## src/rtl/mrfq_pkg.sv

```systemverilog
// Shared constants, codes and types of the multi-row FIFO queue bank.
package mrfq_pkg;

  localparam int NUM_ROWS  = 4;
  localparam int ROW_DEPTH = 16;

  localparam int OP_W    = 1;
  localparam int ROW_IN_W = 2;
  localparam int BYTE_W  = 8;
  localparam int STAT_W  = 2;

  localparam int ROW_W  = (NUM_ROWS > 1) ? $clog2(NUM_ROWS) : 1;
  localparam int PTR_W  = (ROW_DEPTH > 1) ? $clog2(ROW_DEPTH) : 1;
  localparam int CNT_W  = $clog2(ROW_DEPTH + 1);
  localparam int MEM_DEPTH = NUM_ROWS * ROW_DEPTH;
  localparam int ADDR_W = (MEM_DEPTH > 1) ? $clog2(MEM_DEPTH) : 1;

  typedef enum logic [OP_W-1:0] {
    OP_ENQ = 1'b0,
    OP_DEQ = 1'b1
  } op_t;

  typedef enum logic [STAT_W-1:0] {
    ST_OK    = 2'd0,
    ST_EMPTY = 2'd1,
    ST_FULL  = 2'd2
  } status_t;

  // Access request from the pointer logic to the buffer memory.
  typedef struct packed {
    logic              we;
    logic              re;
    logic [ADDR_W-1:0] addr;
    logic [BYTE_W-1:0] wdata;
  } mem_req_t;

endpackage

```

## src/rtl/mrfq_if.sv

```systemverilog
// Handshake channels for request and response words of the queue bank.
interface mrfq_req_if;
  logic                           valid;
  logic                           ready;
  logic [mrfq_pkg::OP_W-1:0]      operation;
  logic [mrfq_pkg::ROW_IN_W-1:0]  row;
  logic [mrfq_pkg::BYTE_W-1:0]    value;

  modport source (output valid, operation, row, value, input ready);
  modport sink   (input valid, operation, row, value, output ready);
endinterface

interface mrfq_rsp_if;
  logic                         valid;
  logic                         ready;
  logic [mrfq_pkg::BYTE_W-1:0]  data_out;
  logic [mrfq_pkg::STAT_W-1:0]  status;

  modport source (output valid, data_out, status, input ready);
  modport sink   (input valid, data_out, status, output ready);
endinterface

```

## src/rtl/mrfq_ctrl.sv

```systemverilog
// Per-row head, tail and fill registers; decides status and memory access.
module mrfq_ctrl (
  input  logic                           clk,
  input  logic                           rst,
  input  logic                           accept,
  input  logic [mrfq_pkg::OP_W-1:0]      operation,
  input  logic [mrfq_pkg::ROW_IN_W-1:0]  row,
  input  logic [mrfq_pkg::BYTE_W-1:0]    value,
  output mrfq_pkg::mem_req_t             mem_req,
  output mrfq_pkg::status_t              status
);
  import mrfq_pkg::*;

  logic [PTR_W-1:0] head [NUM_ROWS];
  logic [PTR_W-1:0] tail [NUM_ROWS];
  logic [CNT_W-1:0] fill [NUM_ROWS];

  logic             row_ok;
  logic [ROW_W-1:0] rs;
  logic             enq_ok;
  logic             deq_ok;
  logic [PTR_W-1:0] ptr;

  function automatic logic [PTR_W-1:0] next_slot(input logic [PTR_W-1:0] slot);
    return (slot == PTR_W'(ROW_DEPTH - 1)) ? '0 : slot + PTR_W'(1);
  endfunction

  // Decode the word: row range, full and empty checks
  always_comb begin
    row_ok = (int'(row) < NUM_ROWS);
    rs     = ROW_W'(row);
    enq_ok = 1'b0;
    deq_ok = 1'b0;
    status = ST_OK;
    if (operation == OP_ENQ) begin
      if (!row_ok || fill[rs] == CNT_W'(ROW_DEPTH)) begin
        status = ST_FULL;
      end else begin
        enq_ok = 1'b1;
      end
    end else begin
      if (!row_ok || fill[rs] == '0) begin
        status = ST_EMPTY;
      end else begin
        deq_ok = 1'b1;
      end
    end
    ptr = (operation == OP_ENQ) ? tail[rs] : head[rs];
    mem_req.we    = accept && enq_ok;
    mem_req.re    = accept && deq_ok;
    mem_req.addr  = ADDR_W'(int'(rs) * ROW_DEPTH) + ADDR_W'(ptr);
    mem_req.wdata = value;
  end

  // Advance pointers and fill count of the addressed row
  always_ff @(posedge clk) begin
    if (rst) begin
      for (int i = 0; i < NUM_ROWS; i++) begin
        head[i] <= '0;
        tail[i] <= '0;
        fill[i] <= '0;
      end
    end else if (mem_req.we) begin
      tail[rs] <= next_slot(tail[rs]);
      fill[rs] <= fill[rs] + CNT_W'(1);
    end else if (mem_req.re) begin
      head[rs] <= next_slot(head[rs]);
      fill[rs] <= fill[rs] - CNT_W'(1);
    end
  end

endmodule

```

## src/rtl/mrfq_store.sv

```systemverilog
// Shared byte buffer memory for all rows, one access per cycle.
module mrfq_store (
  input  logic                         clk,
  input  mrfq_pkg::mem_req_t           mem_req,
  output logic [mrfq_pkg::BYTE_W-1:0]  rdata
);
  import mrfq_pkg::*;

  logic [BYTE_W-1:0] mem [MEM_DEPTH];

  // Write on enqueue, register read data on dequeue and hold it otherwise
  always_ff @(posedge clk) begin
    if (mem_req.we) begin
      mem[mem_req.addr] <= mem_req.wdata;
    end
    if (mem_req.re) begin
      rdata <= mem[mem_req.addr];
    end
  end

endmodule

```

## src/rtl/multi_row_fifo_queue_unit.sv

```systemverilog
// A response word is valid in the cycle after its request word is accepted.
// Throughput: one word per cycle while responses are taken; the buffer memory port
// does one access per cycle; its registered read data feeds the response directly.
// A request is taken whenever the response register is empty or being drained.
// Reset (synchronous) empties every row and clears the response register;
// the buffer memory itself is not cleared.
module multi_row_fifo_queue_unit (
  input logic         clk,
  input logic         rst,
  mrfq_req_if.sink    req,
  mrfq_rsp_if.source  rsp
);
  import mrfq_pkg::*;

  logic              accept;
  mem_req_t          mem_req;
  status_t           status;
  logic [BYTE_W-1:0] rdata;
  logic              rsp_valid;
  status_t           rsp_status;
  logic              deq_hit;

  assign req.ready = !rsp_valid || rsp.ready;
  assign accept    = req.valid && req.ready;

  mrfq_ctrl u_ctrl (
    .clk       (clk),
    .rst       (rst),
    .accept    (accept),
    .operation (req.operation),
    .row       (req.row),
    .value     (req.value),
    .mem_req   (mem_req),
    .status    (status)
  );

  mrfq_store u_store (
    .clk     (clk),
    .mem_req (mem_req),
    .rdata   (rdata)
  );

  // Hold the response word until it is taken
  always_ff @(posedge clk) begin
    if (rst) begin
      rsp_valid <= 1'b0;
    end else if (accept) begin
      rsp_valid <= 1'b1;
    end else if (rsp.ready) begin
      rsp_valid <= 1'b0;
    end
  end

  always_ff @(posedge clk) begin
    if (accept) begin
      rsp_status <= status;
      deq_hit    <= mem_req.re;
    end
  end

  assign rsp.valid    = rsp_valid;
  assign rsp.status   = rsp_status;
  assign rsp.data_out = deq_hit ? rdata : '0;

endmodule

```

## src/flat_wrapper.sv

```systemverilog
// flat-port wrapper written by rule: the top's interface ports become plain ports
module multi_row_fifo_queue_unit_flat import mrfq_pkg::*;
  (clk, rst, req_valid, req_operation, req_row, req_value, req_ready, rsp_valid, rsp_data_out, rsp_status, rsp_ready);
  mrfq_req_if req_i ();
  mrfq_rsp_if rsp_i ();
  input logic clk;
  input logic rst;
  input wire logic [$bits(req_i.valid)-1:0] req_valid;
  input wire logic [$bits(req_i.operation)-1:0] req_operation;
  input wire logic [$bits(req_i.row)-1:0] req_row;
  input wire logic [$bits(req_i.value)-1:0] req_value;
  output wire logic [$bits(req_i.ready)-1:0] req_ready;
  output wire logic [$bits(rsp_i.valid)-1:0] rsp_valid;
  output wire logic [$bits(rsp_i.data_out)-1:0] rsp_data_out;
  output wire logic [$bits(rsp_i.status)-1:0] rsp_status;
  input wire logic [$bits(rsp_i.ready)-1:0] rsp_ready;
  assign req_i.valid = req_valid;
  assign req_i.operation = req_operation;
  assign req_i.row = req_row;
  assign req_i.value = req_value;
  assign req_ready = req_i.ready;
  assign rsp_valid = rsp_i.valid;
  assign rsp_data_out = rsp_i.data_out;
  assign rsp_status = rsp_i.status;
  assign rsp_i.ready = rsp_ready;
  multi_row_fifo_queue_unit u_core (.clk(clk), .rst(rst), .req(req_i), .rsp(rsp_i));
endmodule
```

## config.mk

```make
export PLATFORM = sky130hd
export DESIGN_NAME = multi_row_fifo_queue_unit_flat
export DESIGN_NICKNAME = d
export VERILOG_FILES = /design/src/rtl/mrfq_pkg.sv /design/src/rtl/mrfq_if.sv /design/src/rtl/mrfq_ctrl.sv /design/src/rtl/mrfq_store.sv /design/src/rtl/multi_row_fifo_queue_unit.sv /design/src/flat_wrapper.sv
export SDC_FILE = /design/constraint.sdc
export NUM_CORES = 1
export LEC_CHECK = 0
export CORE_ASPECT_RATIO = 2
export CORE_MARGIN = 2
export CORE_UTILIZATION = 40
export CTS_CLUSTER_SIZE = 28
export DETAILED_ROUTE_END_ITERATION = 8
export DONT_BUFFER_PORTS = 1
export PLACE_DENSITY = 0.55
export SYNTH_ARGS = -nofsm -noshare
export SYNTH_HDL_FRONTEND = slang
export SYNTH_SLANG_ARGS = --single-unit
```

## constraint.sdc

```tcl
create_clock -name clk -period 5.1 [get_ports clk]
set_clock_uncertainty 0.15 [all_clocks]
set_input_delay 0.51 -clock clk [delete_from_list [all_inputs] [get_ports clk]]
set_output_delay 0.51 -clock clk [all_outputs]
set_load 0.03 [all_outputs]
```

==> impl_metrics.yaml <==
outcome:
  outcome: "finished clean"
floorplan:
  rows: 125
  initial_utilization: 0.404
  die_h_um: 346
  die_w_um: 175
  pin_count: 27
  dieArea_um2: 60500
  core_um2: 57900
sta:
  report.final.hold_viol_count: 0
  final.setup.tns_ps: 0
  fin_crit_ps: 4350
  setup_viol: 0
  slew_headroom: 0.0764
  max_freq_mhz: 230
  rsz0062_at_grt: "false"
  drv_slew: 0
  fin_crit_sh: 0.852
  worstMarginPinSlew_ps: 1380
pwr:
  p_total_mw: 10.3
  seqPwrFrac: 0.515
  power_switching_mw: 2.50
  p_clk_frac: 0.371
  p_leak_nw: 8.61
  p_per_area_nw_per_um2: 389
  internal-power_mw: 7.75
  peakVddDrop_v: 0.000228
  comb_power_share: 0.114
  switching_share: 0.244
clock_network:
  clock-root-buffer: "clkbuf_16"
  htreeDepth: 2
  post-cts-setup-buffers: 0
  cts_tree: "built"
  holdBufCountCts: 11
  clk_path_buf_depth: 3
  numCtsBuffers: 49
  path_clk_slew_ps: 70
  cts_sinks: 576
  cts.repair.resized: 0
  clkLatencyLatePin_ps: 580
worst_setup_path:
  path_depth: 12
  cpLargestDelayFamily: "simple AND/OR/NAND/NOR gates"
  crit_path_end_kind: "register"
  crit_path_max_fanout: 15
  crit_type: "register to register"
  crit_buf_inv: 1
  critPathMaxStageDelay_ps: 1120
  arrival_ps: 4510
  crit_required_ps: 5260
  reg2reg_depth: 12
  start_kind: "register"
  path_cells: "nand2b_1 > nand2_1 > nor3b_2 > nand2b_1 > fa_1 > inv_1 > a21o_1 > a21oi_1 > xor2_1 > nor2_1 > a21oi_1 > nor2_1"
  slowest_stage: "nor3b_2"
yosys:
  ys_types: 53
  yosys_warnings: 0
  syn_nets: 1527
  syn_inst: 1506
  synth_area_leader_cell: "edfxtp_1"
  synth-main-ff-cell: "edfxtp_1"
  postSynthAreaPerCell_um2: 15.5
  synthArstFlopShare: 0
  ys_top_cells_by_count: "edfxtp_1 (575), nand2_1 (181), nor2_1 (127)"
  synth.top_cell.area_share: 0.739
  synth_area_um2: 23400
  synth.most_common_cell: "edfxtp_1"
  synth-seq-cells: 576
  seq_area_frac_synth: 0.739
  synth_area_leaders: "edfxtp_1 (74%), nand2_1 (2.9%), mux2_2 (2.3%), nor2_1 (2.0%), mux4_2 (2.0%)"
  synth-edff-count: 575
global_routing:
  grt_usage: 0.214
  grt_pass1_vias: 14181
  antenna_found_initial: 0
  grt_pass1_wl_mm: 94.3
  grt_max_degree: 90
  grt-ovfl-total: 0
drt:
  route.final.wire_length_mm: 65.0
  dr.first_iter.drc_count: 1210
  avgViaCountPerCell: 5.84
  vias: 13674
  ant_nets: 0
  first_pass_iters: 5
  wl_per_cell_um: 27.7
  drc: 0
worst_hold_path:
  hold_class: "primary input to register"
  whs_path_depth: 1
final_layout:
  layout.nets: 1565
  area_growth_pct: 12.8
  drive_above_1_share: 0.167
  fill_cells: 5055
  antennaDiodeCount: 0
run:
  maxCapViolCount: 0
placed_design:
  hpwl_mm: 41.8
  gp_congestion: 0.941
  portBuffers: 0
## area by class of cell
| type | instances | area [um2] | share of cell area |
|---|---|---|---|
| clock buffer | 54 | 1240 | 0.0472 |
| timing repair buffer | 81 | 813 | 0.0308 |
| tap | 762 | 953 | 0.0361 |
| clock inverter | 32 | 345 | 0.0131 |
| multi-input combinational | 820 | 5670 | 0.215 |
| inverter | 16 | 60.1 | 0.00228 |
| sequential | 576 | 17300 | 0.655 |
## per-layer routing
layer	routed length, um	share of wire	track usage	up-vias
li1	-	-	-	5982
met1	22200	0.34	0.219	7111
met2	35900	0.55	0.407	415
met3	2350	0.036	0.0230	166
met4	4440	0.068	0.135	0
met5	0	0	0	-
## worst reg2reg max path: cells and delay by family (launching register included)
kind                     cells  cell delay (ps)
flip-flops                   1              410
AO/OA/AOI/OAI                3              440
buffers and inverters        1               70
XOR/XNOR                     1              170
AND/OR/NAND/NOR              6             2270
adder cells (fa/ha/maj)      1              570
## logic make-up (layout without fill, tap and decap cells)
logic type	after synthesis	after routing	synth area share
xor+xnor	5	5	0.00187
mux	116	116	0.0661
buf+inv	110	183	0.0213
simple gates	407	407	0.0749
flops	576	576	0.739
fa+ha+maj	6	6	0.00353
compound gates	286	286	0.0929
## worst paths after layout
| path | from | end | slack, ps |
|---|---|---|---|
| max reg2reg | u_core.rsp.valid | u_core.u_ctrl.fill[2][4] | 750 |
| max | u_core.rsp.valid | u_core.u_ctrl.fill[2][4] | 750 |
| min | rst | u_core.u_ctrl.tail[3][3] | 90 |
| min reg2reg | u_core.u_store.mem[0][3] | u_core.u_store.rdata[3] | 570 |
## metrics by stage
stage	instances	util	hold slack, ps	instance area [um2]	setup WS [ps]
2_1_floorplan	1506	-	459	23400	835
3_3_place_gp	2244	0.424	431	24500	560
3_5_place_dp	2244	0.424	433	24500	611
4_1_cts	2341	0.456	82.2	26400	773
5_1_grt	2341	0.456	98.4	26400	498
6_report	2341	0.456	94.4	26400	753
## flip-flops by register name, indices dropped and copies added, names as in the netlist
register and cells:
u_core.deq_hit 1, u_core.rsp.status 2, u_core.rsp.valid 1, u_core.u_ctrl.fill 20
u_core.u_ctrl.head 16, u_core.u_ctrl.tail 16, u_core.u_store.mem 512, u_core.u_store.rdata 8
## power by group through the flow
stage | combinational (mW) | sequential [mW] | clock [mW]
6_report | 1.17 | 5.28 | 3.81
3_5_place_dp | 1.07 | 5.38 | 0
4_1_cts | 1.17 | 5.28 | 3.86
3_3_place_gp | 1.07 | 5.38 | 0
2_1_floorplan | 0.688 | 5.38 | 0
5_1_grt | 1.24 | 5.28 | 4.01
## layout by cell type, fill, tap and decap left out, drive strengths merged, types with 2 or more instances in the layout
cell	synthesis	final
ha	5	5
buf	35	78
o22ai	28	28
nand3	11	11
a32oi	6	6
and3	28	28
bufinv	0	7
and2	13	13
a21o	12	12
a22oi	19	19
a31o	2	2
a211oi	5	5
xnor2	4	4
or3	7	7
clkbuf	59	54
nor3	15	15
o21ai	52	52
dlygate4sd3	0	3
a311oi	28	28
edfxtp	575	575
a221oi	70	70
mux2i	36	36
nand4	12	12
nor2b	4	4
a21oi	41	41
inv	15	16
a31oi	2	2
clkinvlp	0	3
mux2	59	59
nand2b	5	5
mux4	21	21
nor2	127	127
clkinv	1	22
nand2	181	181
a222oi	16	16
No activity file was read; power rests on OpenSTA's default activity.
